**config.mk**
```make
export PLATFORM = sky130hd
export DESIGN_NAME = quadrature_cycle_counter_core
export DESIGN_NICKNAME = d
export VERILOG_FILES = /design/src/rtl/qcc_pkg.sv /design/src/rtl/qcc_cfg.sv /design/src/rtl/qcc_step.sv /design/src/rtl/quadrature_cycle_counter_core.sv
export SDC_FILE = /design/constraint.sdc
export NUM_CORES = 1
export LEC_CHECK = 0
export BUFFER_PORTS_ARGS = -buffer_cell sky130_fd_sc_hd__buf_2
export CORE_MARGIN = 5
export CORE_UTILIZATION = 40
export DETAILED_ROUTE_END_ITERATION = 10
export PLACE_DENSITY = 0.58
export SLEW_MARGIN = 10
export SYNTH_ARGS = -nofsm -noshare
export SYNTH_HDL_FRONTEND = slang
export SYNTH_SLANG_ARGS = --single-unit
```
**constraint.sdc**
```tcl
create_clock -name i_clk -period 10.9 [get_ports i_clk]
set_clock_uncertainty 0.2 [all_clocks]
set_input_delay 1.635 -clock i_clk [delete_from_list [all_inputs] [get_ports i_clk]]
set_output_delay 1.635 -clock i_clk [all_outputs]
set_load 0.03 [all_outputs]
```
**src/rtl/qcc_pkg.sv**
```systemverilog
// Package for the quadrature cycle counter: shared types, opcodes,
// configuration indexes and the phase tracking tables.
// Depends on nothing.
package qcc_pkg;

    localparam int CountWidth = 16;
    localparam int PhaseWidth = 3;
    localparam int SelWidth   = 3;
    localparam int CfgIdxWidth = 2;
    localparam int NumStates  = 5;

    typedef enum logic [1:0] {
        OP_UPDATE = 2'd0,
        OP_INIT   = 2'd1,
        OP_LOAD   = 2'd2,
        OP_NONE   = 2'd3
    } t_opcode;

    typedef enum logic [CfgIdxWidth-1:0] {
        CFG_BIT_A_SELECT = 2'd0,
        CFG_BIT_B_SELECT = 2'd1,
        CFG_COUNT_MIN    = 2'd2,
        CFG_COUNT_MAX    = 2'd3
    } t_cfg_index;

    typedef struct packed {
        logic [SelWidth-1:0]          bit_a_select;
        logic [SelWidth-1:0]          bit_b_select;
        logic signed [CountWidth-1:0] count_min;
        logic signed [CountWidth-1:0] count_max;
    } t_cfg;

    typedef struct packed {
        logic signed [CountWidth-1:0] count;
        logic [PhaseWidth-1:0]        phase;
    } t_state;

    localparam logic [SelWidth-1:0]          BitASelectReset = 3'd0;
    localparam logic [SelWidth-1:0]          BitBSelectReset = 3'd1;
    localparam logic signed [CountWidth-1:0] CountMinReset   = 16'sh8000;
    localparam logic signed [CountWidth-1:0] CountMaxReset   = 16'sh7FFF;
    localparam logic [PhaseWidth-1:0]        PhaseReset      = 3'd1;
    localparam logic [PhaseWidth-1:0]        PhaseMissed     = 3'd0;

    typedef logic [PhaseWidth-1:0] t_phase_row [4];
    typedef logic signed [1:0]     t_step_row [4];

    localparam t_phase_row NextPhase [NumStates] = '{
        '{3'd1, 3'd2, 3'd4, 3'd3},
        '{3'd1, 3'd2, 3'd4, 3'd0},
        '{3'd1, 3'd2, 3'd0, 3'd3},
        '{3'd0, 3'd2, 3'd4, 3'd3},
        '{3'd1, 3'd0, 3'd4, 3'd3}
    };

    localparam t_step_row CountStep [NumStates] = '{
        '{2'sd0,  2'sd0, 2'sd0,  2'sd0},
        '{2'sd0,  2'sd0, -2'sd1, 2'sd0},
        '{2'sd0,  2'sd0, 2'sd0,  2'sd0},
        '{2'sd0,  2'sd0, 2'sd0,  2'sd0},
        '{2'sd1,  2'sd0, 2'sd0,  2'sd0}
    };

endpackage

```
**src/rtl/qcc_cfg.sv**
```systemverilog
// Configuration register file of the quadrature cycle counter.
// Depends on qcc_pkg.
module qcc_cfg (
    input  logic                             i_clk,
    input  logic                             i_rst_n,
    input  logic                             i_cfg_we,
    input  logic [qcc_pkg::CfgIdxWidth-1:0]  i_cfg_index,
    input  logic [qcc_pkg::CountWidth-1:0]   i_cfg_data,
    output qcc_pkg::t_cfg                    o_cfg
);

    qcc_pkg::t_cfg r_cfg;

    always_ff @(posedge i_clk) begin
        if (!i_rst_n) begin
            r_cfg.bit_a_select <= qcc_pkg::BitASelectReset;
            r_cfg.bit_b_select <= qcc_pkg::BitBSelectReset;
            r_cfg.count_min    <= qcc_pkg::CountMinReset;
            r_cfg.count_max    <= qcc_pkg::CountMaxReset;
        end else if (i_cfg_we) begin
            unique case (qcc_pkg::t_cfg_index'(i_cfg_index))
                qcc_pkg::CFG_BIT_A_SELECT: begin
                    r_cfg.bit_a_select <= i_cfg_data[qcc_pkg::SelWidth-1:0];
                end
                qcc_pkg::CFG_BIT_B_SELECT: begin
                    r_cfg.bit_b_select <= i_cfg_data[qcc_pkg::SelWidth-1:0];
                end
                qcc_pkg::CFG_COUNT_MIN: begin
                    r_cfg.count_min <= i_cfg_data;
                end
                qcc_pkg::CFG_COUNT_MAX: begin
                    r_cfg.count_max <= i_cfg_data;
                end
                default: begin
                end
            endcase
        end
    end

    assign o_cfg = r_cfg;

endmodule

```
**src/rtl/qcc_step.sv**
```systemverilog
// Next-state logic of the quadrature cycle counter: quadrant extraction,
// phase table lookup and saturating count update. Depends on qcc_pkg.
module qcc_step (
    input  qcc_pkg::t_cfg                        i_cfg,
    input  qcc_pkg::t_state                      i_state,
    input  logic [1:0]                           i_opcode,
    input  logic [7:0]                           i_port_byte,
    input  logic signed [qcc_pkg::CountWidth-1:0] i_load_value,
    output qcc_pkg::t_state                      o_state
);

    localparam int SumWidth = qcc_pkg::CountWidth + 1;

    logic [1:0]                        quad;
    logic [qcc_pkg::PhaseWidth-1:0]    cur;
    logic [qcc_pkg::PhaseWidth-1:0]    np;
    logic signed [1:0]                 step;
    logic signed [SumWidth-1:0]        sum;
    logic signed [SumWidth-1:0]        clamp_in;
    logic signed [SumWidth-1:0]        lo_clamped;
    logic signed [SumWidth-1:0]        clamped;
    logic signed [SumWidth-1:0]        min_ext;
    logic signed [SumWidth-1:0]        max_ext;

    always_comb begin
        quad = {i_port_byte[i_cfg.bit_b_select], i_port_byte[i_cfg.bit_a_select]};
        cur  = (i_state.phase <= 3'd4) ? i_state.phase : qcc_pkg::PhaseMissed;
        np   = qcc_pkg::NextPhase[cur][quad];
        if (np == qcc_pkg::PhaseMissed) begin
            np = qcc_pkg::NextPhase[qcc_pkg::PhaseMissed][quad];
        end
        step    = qcc_pkg::CountStep[cur][quad];
        sum     = SumWidth'(i_state.count) + SumWidth'(step);
        min_ext = SumWidth'(i_cfg.count_min);
        max_ext = SumWidth'(i_cfg.count_max);

        clamp_in = (qcc_pkg::t_opcode'(i_opcode) == qcc_pkg::OP_LOAD)
                   ? SumWidth'(i_load_value) : sum;
        lo_clamped = (clamp_in < min_ext) ? min_ext : clamp_in;
        clamped    = (lo_clamped > max_ext) ? max_ext : lo_clamped;

        o_state = i_state;
        case (qcc_pkg::t_opcode'(i_opcode))
            qcc_pkg::OP_UPDATE: begin
                o_state.count = clamped[qcc_pkg::CountWidth-1:0];
                o_state.phase = np;
            end
            qcc_pkg::OP_INIT: begin
                o_state.count = '0;
                o_state.phase = qcc_pkg::NextPhase[qcc_pkg::PhaseMissed][quad];
            end
            qcc_pkg::OP_LOAD: begin
                o_state.count = clamped[qcc_pkg::CountWidth-1:0];
            end
            default: begin
            end
        endcase
    end

endmodule

```
**src/rtl/quadrature_cycle_counter_core.sv**
```systemverilog
// Quadrature cycle counter: stream in sampled port bytes, stream out the
// full-cycle count and phase after each transaction.
// Channels: s_axis carries one transaction per sample; s_axis_tuser is the
// opcode (update, initialise, load, no-op) and s_axis_tdata holds the port
// byte and the load value. m_axis returns one transaction per input
// transaction with the count and the quadrant state.
// Throughput is one transaction per cycle while the receiver does not stall;
// the result appears on m_axis in the cycle after acceptance. The phase and
// count registers double as the result register, so the table lookup plus
// saturating add sets the rate. Configuration is written through i_cfg_we /
// i_cfg_index / i_cfg_data while the stream is idle.
// Reset clears the result valid, returns the phase to quadrant 00, the count
// to zero and the registers to their defaults.
// When the receiver stalls, s_axis_tready drops until the pending result is
// taken; a new transaction is accepted in the same cycle the result leaves.
// Depends on qcc_pkg, qcc_cfg and qcc_step.
module quadrature_cycle_counter_core (
    input  logic                             i_clk,
    input  logic                             i_rst_n,
    input  logic                             i_cfg_we,
    input  logic [qcc_pkg::CfgIdxWidth-1:0]  i_cfg_index,
    input  logic [qcc_pkg::CountWidth-1:0]   i_cfg_data,
    input  logic                             s_axis_tvalid,
    output logic                             s_axis_tready,
    // Bits 7:0 port_byte, 23:8 load_value.
    input  logic [23:0]                      s_axis_tdata,
    // Bits 1:0 opcode.
    input  logic [1:0]                       s_axis_tuser,
    output logic                             m_axis_tvalid,
    input  logic                             m_axis_tready,
    // Bits 15:0 cycle_count, 18:16 phase_state, 23:19 zero.
    output logic [23:0]                      m_axis_tdata
);

    qcc_pkg::t_cfg   cfg;
    qcc_pkg::t_state r_state;
    qcc_pkg::t_state n_state;
    logic            r_out_valid;
    logic            accept;

    qcc_cfg u_cfg (
        .i_clk       (i_clk),
        .i_rst_n     (i_rst_n),
        .i_cfg_we    (i_cfg_we),
        .i_cfg_index (i_cfg_index),
        .i_cfg_data  (i_cfg_data),
        .o_cfg       (cfg)
    );

    qcc_step u_step (
        .i_cfg        (cfg),
        .i_state      (r_state),
        .i_opcode     (s_axis_tuser),
        .i_port_byte  (s_axis_tdata[7:0]),
        .i_load_value (s_axis_tdata[23:8]),
        .o_state      (n_state)
    );

    assign s_axis_tready = !r_out_valid || m_axis_tready;
    assign accept        = s_axis_tvalid && s_axis_tready;

    always_ff @(posedge i_clk) begin
        if (!i_rst_n) begin
            r_out_valid   <= 1'b0;
            r_state.count <= '0;
            r_state.phase <= qcc_pkg::PhaseReset;
        end else begin
            if (accept) begin
                r_out_valid <= 1'b1;
                r_state     <= n_state;
            end else if (m_axis_tready) begin
                r_out_valid <= 1'b0;
            end
        end
    end

    assign m_axis_tvalid = r_out_valid;
    assign m_axis_tdata  = {5'd0, r_state.phase, r_state.count};

    a_phase_range: assert property (@(posedge i_clk) disable iff (!i_rst_n)
        r_state.phase != qcc_pkg::PhaseMissed && r_state.phase <= 3'd4)
        else $error("phase register left the quadrant range");

    a_accept_valid: assert property (@(posedge i_clk) disable iff (!i_rst_n)
        accept |=> m_axis_tvalid)
        else $error("accepted transaction produced no result");

    a_init_zero: assert property (@(posedge i_clk) disable iff (!i_rst_n)
        (accept && s_axis_tuser == qcc_pkg::OP_INIT) |=> r_state.count == '0)
        else $error("initialise did not clear the count");

    a_hold_state: assert property (@(posedge i_clk) disable iff (!i_rst_n)
        !accept |=> $stable(r_state))
        else $error("state changed without an accepted transaction");

endmodule

```
==> results of run 1 <==
## sequential cells by signal, summed over array words and instances (netlist names)
name and count:
m_axis_tvalid 1, m_axis_tdata 19, u_cfg.o_cfg 38
## metal layers
metal	track usage	routed length, um	share of wire
met1	0.281	6210	0.47
met3	0.0280	795	0.060
met2	0.318	6040	0.46
met4	0.0665	190	0.014
met5	0	0	0
## power by group through the flow
stage | logic, mW | clock network, mW | registers (mW)
detailed placement | 0.521 | 0 | 0.277
finish | 0.526 | 0.332 | 0.274
floorplan | 0.372 | 0 | 0.286
CTS | 0.524 | 0.336 | 0.273
global placement | 0.513 | 0 | 0.277
global route | 0.589 | 0.344 | 0.278
## metrics by stage
step / power (mW) / worst slack (ps)
floorplan: 0.659 / 2220
global placement: 0.790 / 1330
detailed placement: 0.798 / 1200
CTS: 1.13 / 1510
global route: 1.21 / 817
finish: 1.13 / 1460
## Yosys cell counts (6+ instances only)
master and n:
o221ai_1 6, o211ai_1 21, dfxtp_1 58, nor2_1 29
or2_2 7, nor4_1 7, a31oi_1 6, nand2_1 91
mux2_2 10, inv_1 49, o21ai_0 26, ha_1 43
a32oi_1 9, nand4_1 6, clkbuf_1 23, a21o_1 9
mux2i_1 19, a21oi_1 40, nor3_1 8, nand3_1 11
xnor2_1 13, nand2b_1 7
## final cells by class
type,count,area [um2],share of cell area
Sequential cell,58,1160,0.219
Timing Repair Buffer,73,375,0.0707
Clock buffer,12,256,0.0483
Inverter,52,200,0.0377
Clock inverter,4,97.6,0.0184
Tap cell,140,175,0.0330
Multi-Input combinational cell,442,3050,0.573
## cell families after synthesis
family,count (synthesis),share of synthesized area
AOI/OAI and AO/OA,156,0.236
xor gates and xnor gates,16,0.0309
adders and majority gates,43,0.119
buffers and inverters,85,0.0764
DFF,58,0.256
muxes,33,0.0866
other,1,0.000827
and+or+nand+nor,189,0.195
## worst paths after layout
path	endpoint	slack [ps]
hold / removal	u_cfg.o_cfg[23]	260
hold reg to reg	u_cfg.o_cfg[23]	260
setup / recovery	m_axis_tdata[9]	1460
setup reg to reg	m_axis_tdata[9]	2410
## critical path, delay by kind of cell
family          cells  cell delay (ps)
compound gates     16             3800
mux                 4             1600
fa+ha+maj           3              920
simple gates        3              760
buf+inv             4              580
xor+xnor            1              170
==> flow_results.org, run 1 <==
** Layout
- Compared with the post-synthesis result, the final layout area differs by 17.1%.
- Finished Layout Cells :: just under 800
- Ant diodes :: 0
- The layout has 1100 filler cells.
- The library cell used most frequently in the layout, excluding fill and tap cells, is nand2_1.
- At the end of the flow, the number of nets in the layout was ~730.
- In the final layout, the share of cells above drive strength 1 is 0.184.
- Design Area, Final :: 5310 um2
- In the layout the commonest cells are nand2_1 (91), buf_2 (69), dfxtp_1 (58).
- Fraction of the core area covered by cells at the end of the flow :: 0.484

** Floorplanning
- In this run the vertical extent of the chip is 116 um.
- Initial cell density of the core :: 0.413
- Core box area :: ~11000 um2
- Die width :: about 120 um
- During I/O placement, the number of pins put on the boundary was 75.
- The die covers 13600 um2.
- Row generation in the floorplan step produced 38 rows.

** Logic synthesis
- Counting distinct cell types in the post-synthesis netlist gives 65.
- Summing every instance area after synthesis gives 4540 um2.
- Sequential share of the synthesized area :: 0.256
- After synthesis, the cell types taking the most area are dfxtp_1 (26%), ha_1 (12%), nand2_1 (7.5%).
- Register bit count reported by yosys :: 58
- Synthesis handed over a netlist of 581 instances.
- The share of synthesized area in the top cell type comes to 0.256.
- Post-synth EDFFs :: 0
- For this run, the leading register cell type out of synthesis is dfxtp_1.
- After synthesis, the mean cell area works out to between 7 and 8 um2.
- The Yosys step of the flow raised 0 warnings.
- The largest total area in the synthesized netlist belongs to dfxtp_1.
- FFs w/ async S/R, synth :: 0

** GRT
- The first global-routing pass estimated 21400 um of wire.
- Number of global-route vias before repair :: roughly 4200
- In the global route stage, overall resource usage came out at 0.201.
- Maximum number of pins on one net before global-route repair :: 31
- The initial antenna violation count was 0.
- Global route total overflow :: 0

** Clock network
- Post-CTS timing repair inserted 0 buffers for setup.
- Clock Sink Count :: 58
- The clock tree synthesis step divided the H-tree into 3 levels.
- TritonCTS built the clock tree.
- Clk_lat worst skew :: 330 ps
- Clock Root Buffer :: clkbuf_16
- Post_cts resized :: 0
- Clock slew seen by the registers of the worst setup and hold paths :: around 50 ps
- In this run the deepest clock path goes through 2 buffers.
- # hold bufs at CTS :: 0
- TritonCTS Buffers :: 9

** Routing
- In this run, the number of DRC markers left after iteration 0 of detailed routing was 271.
- For this run, design rule violations remaining after detail routing come to 0.
- Routed vias/inst :: 5.63
- Detail Route Antenna Nets :: 0
- Final wirelength :: 13200 um
- Number of search-and-repair iterations in the first detailed-routing pass :: 5
- The final route contains 4400 vias.
- Average wire per cell in the routed design :: 16.9 um

** Worst hold path
- Path type of the worst min-delay path :: register to register
- The worst hold path was traced through 2 stages.
- Worst hold start :: u_cfg.o_cfg[23]

** Critical path
- For the worst setup path, the data required time is 10920 ps.
- CP Launch Type :: input pin
- On the worst path, the slowest cell contributes a delay of 480 ps.
- In this run the worst setup path begins at s_axis_tdata[7].
- Crit Path Max Fanout :: 16
- Cell depth of the worst flop-to-flop path :: 30
- Crit Path Category :: input pin to register
- Arrival @ worst endpoint :: 9460 ps
- STA classifies the critical path endpoint as a register.
- The startpoint identified for the worst register-to-register timing path is u_cfg.o_cfg[35].
- Standard cell with the maximum stage delay on the critical path :: a21o_1

** Timing
- Worst hold slack after final layout :: 259 ps
- For the final routed database, the setup TNS stands at 0 ps.
- Number of endpoints failing setup at the final stage :: 0
- Of the available clock period, the critical path in the final layout requires 0.866.
- Shortest period the worst path allows :: 9440 ps
- Setup repair after global routing left no endpoint under its margin.
- The final count of pins violating max slew came to 0.
- Transition time of the tightest slew-check pin :: 1040 ps
- Fmax :: 0.106 GHz
- In this run the tightest slew margin relative to its limit is 0.307.
- The number of endpoints with negative hold slack in the final report is 0.

** Pwr
- Net Sw Frac :: 0.401
- Ratio of total power to cell area :: 213 nW/um2
- Sequential cell fraction of total power :: 0.242
- Leakage dissipation :: 2.41 nW
- Worst ir drop on vdd :: 0.0000897 V
- Sw power :: 0.453 mW
- The share of total power dissipated in the clock network is 0.293.
- The share of total power dissipated in combinational logic is 0.465.
- Internal :: 0.678 mW

** Placement
- Input and output buffers added on the ports amount to 69.
- Gpl congestion :: 0.910
- Placed wire-length estimate after detailed placement :: approximately 10000 um
- Placed Cells incl. Taps :: 765
- Dpl cell area :: just under 5000 um2

** Status
- The run finished with clean final reports.

** Run
- Number of maximum-capacitance constraint violations :: 0
Power figures use the tool's default switching activity.
==> run 2: changes to the inputs <==
--- a/config.mk
+++ b/config.mk
@@ -10,5 +10,5 @@
 export CORE_UTILIZATION = 40
 export DETAILED_ROUTE_END_ITERATION = 10
-export PLACE_DENSITY = 0.58
+export PLACE_DENSITY = 0.67
 export SLEW_MARGIN = 10
 export SYNTH_ARGS = -nofsm -noshare
==> constraint.sdc (replaced) <==
create_clock -name i_clk -period 10.9 [get_ports i_clk]
set_clock_uncertainty 0.2 [all_clocks]
set_input_delay 2.18 -clock i_clk [delete_from_list [all_inputs] [get_ports i_clk]]
set_output_delay 2.18 -clock i_clk [all_outputs]
set_load 0.03 [all_outputs]
==> run 2 against run 1 <==
Maximum frequency is 7.4% lower. Clock-buffer cell count is 1 higher. Critical path depth is 1 higher. Non-clock buffer count stayed put. Sequential power hardly changed. Clock power is 14% lower. Wire length hardly changed. Via count is 0.43% lower. Cell area is 0.97% lower. Largest power group unchanged. Final cell count is 0.13% lower. Critical path type unchanged. Die area stayed put. Register-to-register slack worse by 230 ps. Critical endpoint is now m_axis_tdata[5].
==> flow_results.org, run 2 (synthesized netlist as in run 1, its figures left out) <==
** Clock network
- The count of clock tree sinks was 58 (unchanged).
- Clk_lat worst skew :: 330 ps (about the same)
- The tree is rooted in a clkbuf_16.
- The maximum clock insertion buffer count came to 2 (unchanged).
- The clock transition time at the flip-flop clock pins of the worst setup and hold paths is 50 ps (about the same).
- # hold bufs at CTS :: 0 (unchanged)
- TritonCTS Buffers :: 9 (unchanged)
- The post-cts repair resize count came to 0 (unchanged).
- The number of H-tree levels was 3 (unchanged).
- Setup fix buffers added after clock tree synthesis :: 0 (unchanged)
- TritonCTS built the clock tree.

** Critical path
- Arrival @ worst endpoint :: 10200 ps (+740 ps)
- The stage delay of the slowest cell on the critical path was 480 ps (about the same).
- For this design, the slowest cell found on the critical path is a21o_1.
- The critical path is of the input pin to register type.
- The register-to-register setup slack came to 2180 ps (-230 ps).
- STA classifies the critical path startpoint as an input pin.
- The worst setup path is captured at a register.
- Crit Path Max Fanout :: 16 (unchanged)
- The required time reported for the critical path endpoint is 10900 ps (-20 ps).

** Timing
- Final Hold Violating Endpoints :: 0 (unchanged)
- The summed negative setup slack over all endpoints was 0 ps (unchanged).
- Fmax :: 0.0981 GHz (-7.4%)
- Period Utilization, post-route :: 0.935 (+0.0694)
- Setup repair after global routing left no endpoint under its margin.
- Worst hold slack after final layout :: 254 ps (-4.92 ps)
- Transition time of the tightest slew-check pin :: 1180 ps (+148 ps)
- Number of endpoints failing setup at the final stage :: 0 (unchanged)
- The worst slew margin relative to its limit is 0.209 (-0.0988).
- Final count of pins violating max slew :: 0 (unchanged)
- Shortest period the worst path allows :: 10190 ps (+756 ps)

** GRT
- The via count of the first global-routing pass came to 4171 (-1.3%).
- The initial antenna violation count is 0 (unchanged).
- Global route total overflow :: 0 (unchanged)
- The pin count of the biggest net entering global routing is 31 (unchanged).
- The wire length of the first global-routing pass came to 21200 um (-0.94%).
- The global-route usage over all layers is 0.200 (-0.000367).

** Layout
- The number of flip-flops under the largest register name is 38 (unchanged).
- Relative to the synthesized area, the layout overhead comes to 16.0%.
- In the layout the commonest cells are nand2_1 (91), buf_2 (69), dfxtp_1 (58).
- The sequential cell area was 1160 um2 (unchanged).
- Most frequent standard cell in the layout excluding fill and tap cells :: nand2_1
- Ant diodes :: 0 (unchanged)
- The total area of multi-input combinational cells was 3040 um2 (about the same).
- Number of inserted filler cells in the final layout :: 1061 (-3.5%)
- Nets :: 728 (unchanged)
- The fraction of final layout cells sized beyond drive strength 1 came to 0.181 (-0.00284).

** Routing
- Number of vias after detailed routing :: 4381 (-0.43%)
- The detailed router's first-iteration violation count is 241 (-11%).
- Detail Route Antenna Nets :: 0 (unchanged)
- The count of TritonRoute iterations in the first routing pass is 5 (unchanged).
- The average wire per cell in the routed design was 17.0 um (about the same).
- Number of design rule violations left after detail routing :: 0 (unchanged)
- Final wirelength :: 13200 um (about the same)
- The ratio of routed vias to standard cells is 5.62 (-0.30%).

** Placement
- Placed wire-length estimate after detailed placement :: 10500 um (+0.34%)
- Gpl congestion :: 0.914 (+0.43%)
- The quantity of I/O buffers inserted on ports came to 69 (unchanged).

** Floorplanning
- The area of the core came to 11000 um2 (unchanged).
- The total die area is 13600 um2 (unchanged).
- The row count is 38 (unchanged).
- Boundary Pins :: 75 (unchanged)
- Die Height :: 116 um (unchanged)
- Initial cell density of the core :: 0.413 (unchanged)
- The die span in x was 116 um (unchanged).

** Pwr
- The standby leakage power was 2.40 nW (-0.71%).
- The power per cell area came to 207 nW/um2 (-2.9%).
- The worst-case vdd ir drop is 0.0000781 V (-13%).

** Run
- The count of maximum capacitance violations is 0 (unchanged).

** Worst hold path
- Path type of the worst min-delay path :: register to register

** Status
- Result of the run :: completed
==> run 2: cell types whose count changed in the layout (fill, tap and decap cells not counted) <==
cell | before | now
clkinvlp_4 | 1 | 0
clkbuf_8 | 2 | 3
clkinv_2 | 0 | 1
nor2_1 | 28 | 29
bufinv_16 | 3 | 1
nor2_2 | 1 | 0
==> run 2: path summary, 6_finish.rpt <==
| kind | start | end | depth (start not counted) |
|---|---|---|---|
| worst max-delay path | s_axis_tdata[7] | m_axis_tdata[5] | 32 |
| worst min-delay path | u_cfg.o_cfg[23] | u_cfg.o_cfg[23] | 2 |
| worst max register to register | u_cfg.o_cfg[35] | m_axis_tdata[5] | 31 |
| worst min register to register | u_cfg.o_cfg[23] | u_cfg.o_cfg[23] | 2 |
==> run 2: per-layer routing <==
layer	vias to the layer above	share of wire	global-route usage	wire [um]
met4	0	0.019	0.0634	247
li1	2200	-	-	-
met3	20	0.055	0.0383	724
met1	2036	0.46	0.270	6030
met2	125	0.47	0.324	6220
met5	-	0	0	0
==> run 2: layout make-up <==
cell class | count | share of cell area
inverter | 52 | 0.0381
timing repair buffer | 73 | 0.0714
clock inverter | 2 | 0.00666
sequential | 58 | 0.221
clock buffer | 13 | 0.0514
tap | 140 | 0.0333
multi-input combinational | 442 | 0.578
==> run 2: where the power goes <==
part / internal [mW] / switching, mW / total (mW)
Clock: 0.193 / 0.0918 / 0.285
Sequential: 0.235 / 0.0391 / 0.274
Combinational: 0.207 / 0.322 / 0.529
Total: 0.636 / 0.452 / 1.09
==> run 2: through the flow <==
stage	cells	area, um2	setup WS [ps]	power [mW]	util
finish	780	5260	706	1.09	0.479
global route	780	5260	61.7	1.16	0.479
CTS	780	5260	793	1.09	0.479
detailed placement	765	4950	509	0.798	0.451
global placement	765	4950	661	0.788	0.451
floorplan	585	4550	1680	0.659	-
==> run 2: critical path, delay by kind of cell <==
family	cells	cell delay, ps
buf+inv	5	850
fa+ha+maj	3	930
compound gates	15	3470
mux	5	1820
xor+xnor	1	180
simple gates	3	740
==> run 3: changes to the inputs <==
- CELL_PAD_IN_SITES_DETAIL_PLACEMENT: default -> 0
- CELL_PAD_IN_SITES_GLOBAL_PLACEMENT: default -> 2
- CORE_UTILIZATION: 40 -> 33
- PLACE_DENSITY: 0.67 -> 0.87
==> run 3 against run 2 <==
Cell area up 0.64%. Final cell count is 4.7% higher. Power down 0.63%.
==> flow_results.org, run 3 (synthesized netlist as in run 1, its figures left out) <==
** Layout
- The fraction of final layout cells sized beyond drive strength 1 is 0.181 (-0.000283).
- The final instance area came to 5290 um2 (+0.64%).
- Leaving out fill and tap cells, the most frequent cell in the layout is nand2_1.
- Fraction of the core area covered by cells at the end of the flow :: 0.397 (-0.0823)
- Ant diodes :: 0 (unchanged)
- Compared with the post-synthesis result, the final layout area differs by 16.7%.
- Leaving out fill and tap cells, the most frequent cells in the layout are nand2_1 (91), buf_2 (69), dfxtp_1 (58).
- The post-layout net count came to 729 (+0.14%).
- Max reg flops :: 38 (unchanged)
- Number of inserted filler cells in the final layout :: 1390 (+31%)

** Routing
- Average wire per cell in the routed design :: 17.1 um (+0.71%)
- The count of TritonRoute iterations in the first routing pass was 5 (unchanged).
- Number of design-rule violations left by the first detailed-router iteration :: 318 (+32%)
- The final routed wirelength across all metal layers came to 13900 um (+5.5%).
- The number of nets with antenna violations after routing is 0 (unchanged).
- The ratio of routed vias to standard cells came to 5.47 (-2.6%).
- The count of unresolved DRC violations after routing came to 0 (unchanged).
- The number of vias in the routed layout was 4471 (+2.1%).

** Pwr
- Part of the power in the clock network :: 0.250 (-0.012)
- The worst-case vdd ir drop came to 0.0000701 V (-10%).
- The proportion of power drawn by combinational gates came to 0.495 (+0.009).
- Internal :: 0.624 mW (-1.9%)
- The share of power burned in registers is 0.255 (+0.003).
- The switching share of power came to 0.423 (+0.00766).
- Sw power :: 0.458 mW (+1.2%)
- Leakage dissipation :: 2.39 nW (-0.17%)
- Ratio of total power to cell area :: 204 nW/um2 (-1.3%)

** Critical path
- Combined buffer and inverter count along the critical path :: 4 (-1)
- The required time reported for the critical path endpoint was 10930 ps (+30 ps).
- Critical Path End Type :: register
- CP Launch Type :: input pin
- Arrival @ worst endpoint :: 10210 ps (about the same)
- Crit Path Category :: input pin to register
- The slowest stage of the critical path belongs to the cell a21o_1.
- Gate family responsible for the most delay along the worst path :: compound AO/OA/AOI/OAI gates
- Delay of the slowest cell on the worst path :: 500 ps (+20 ps)
- Crit Path Max Fanout :: 16 (unchanged)

** Floorplanning
- Die Height :: 127 um (+9.2%)
- Total die area :: 16200 um2 (+19%)
- The area of the core was 13300 um2 (+22%).
- The die span in x was 127 um (+9.2%).
- Initial cell density of the core :: 0.340 (-0.0732)
- The number of ports placed on the die boundary is 75 (unchanged).
- The row count came to 42 (+11%).

** Clock network
- The quantity of hold-fixing buffers added after cts came to 0 (unchanged).
- The clock transition time at the flip-flop clock pins of the worst setup and hold paths is 50 ps (about the same).
- The count of clock tree sinks came to 58 (unchanged).
- Clock Root Buffer :: clkbuf_16
- Buffer depth of the longest clock path :: 2 (unchanged)
- Post_cts resized :: 0 (unchanged)
- CTS tree :: done
- The latest clock arrival within the worst-skew pair came to 320 ps (about the same).
- TritonCTS Buffers :: 9 (unchanged)
- The buffer count from post-CTS setup fixing came to 0 (unchanged).
- The number of H-tree levels was 3 (unchanged).

** Timing
- The smallest setup slack after layout is 722 ps (+15.2 ps).
- The timing-limited maximum frequency came to 0.0982 GHz (+0.15%).
- The summed negative setup slack over all endpoints is 0 ps (unchanged).
- The minimum clock period is 10180 ps (-15.2 ps).
- Setup repair after global routing left no endpoint under its margin.
- Final Hold Violating Endpoints :: 0 (unchanged)
- Final count of pins violating max slew :: 0 (unchanged)
- Number of endpoints failing setup at the final stage :: 0 (unchanged)
- Max-Slew Margin vs Limit :: 0.200 (-0.00867)
- The slew at the pin closest to its max-slew limit was 1200 ps (+13.0 ps).
- The share of the clock period used by the worst path after layout is 0.934 (-0.00140).

** Status
- The run finished with clean final reports.

** GRT
- Global route total overflow :: 0 (unchanged)
- Number of global-route vias before repair :: 4274 (+2.5%)
- The global-route usage over all layers is 0.172 (-0.0281).
- The pin count of the biggest net entering global routing came to 31 (unchanged).
- Global-route wire length before repair :: 22400 um (+5.6%)
- Antenna violations before repair :: 0 (unchanged)

** Worst hold path
- The path class of the tightest hold or removal check is register to register.

** Placement
- Dpl cell area :: 5010 um2 (+1.1%)
- Number of buffer cells added on primary ports :: 69 (unchanged)
- Placed wire-length estimate after detailed placement :: 11200 um (+6.5%)
- The final weighted congestion of routability-driven global placement is 0.939 (+2.8%).
- Worst slack, placed :: 520 ps (+10.9 ps)

** Run
- Number of maximum-capacitance constraint violations :: 0 (unchanged)
==> run 3: metrics by stage <==
| step | power (mW) | cells | hold WS [ps] |
|---|---|---|---|
| global placement | 0.798 | 802 | 246 |
| global route | 1.16 | 817 | 281 |
| CTS | 1.08 | 817 | 265 |
| finish | 1.08 | 817 | 264 |
| detailed placement | 0.807 | 802 | 258 |
| floorplan | 0.659 | 585 | 236 |
==> run 3: final timing paths <==
check,slack (ps),cells past startpoint,to,startpoint
max reg2reg,2210,30,m_axis_tdata[8],u_cfg.o_cfg[35]
min,260,2,u_cfg.o_cfg[22],u_cfg.o_cfg[22]
min reg2reg,260,2,u_cfg.o_cfg[22],u_cfg.o_cfg[22]
max,720,31,m_axis_tdata[8],s_axis_tdata[7]
==> run 3: metal layers <==
| metal | up-vias | track usage | part of all wire |
|---|---|---|---|
| met5 | - | 0 | 0 |
| met4 | 0 | 0.0669 | 0.017 |
| met3 | 18 | 0.0217 | 0.051 |
| met2 | 166 | 0.273 | 0.46 |
| met1 | 2086 | 0.239 | 0.47 |
| li1 | 2201 | - | - |
==> run 3: worst min-delay path: stages (launching register included) <==
cell and delay, ps:
dfxtp_1 300, nand2_1 50, a21oi_1 60
==> run 3: power groups by stage <==
stage / clock, mW / sequential, mW / combinational (mW)
after floorplan: 0 / 0.286 / 0.372
after global placement: 0 / 0.279 / 0.520
after detailed placement: 0 / 0.279 / 0.528
after CTS: 0.279 / 0.275 / 0.531
after global routing: 0.288 / 0.280 / 0.590
final: 0.271 / 0.275 / 0.535
==> run 3: cell type report <==
class / instances / area, um2 / area share
Clock buffer: 12 / 246 / 0.0466
Clock inverter: 3 / 40.0 / 0.00756
Inverter: 52 / 200 / 0.0378
Multi-Input combinational cell: 442 / 3040 / 0.575
Sequential cell: 58 / 1160 / 0.219
Tap cell: 176 / 220 / 0.0416
Timing Repair Buffer: 74 / 383 / 0.0723
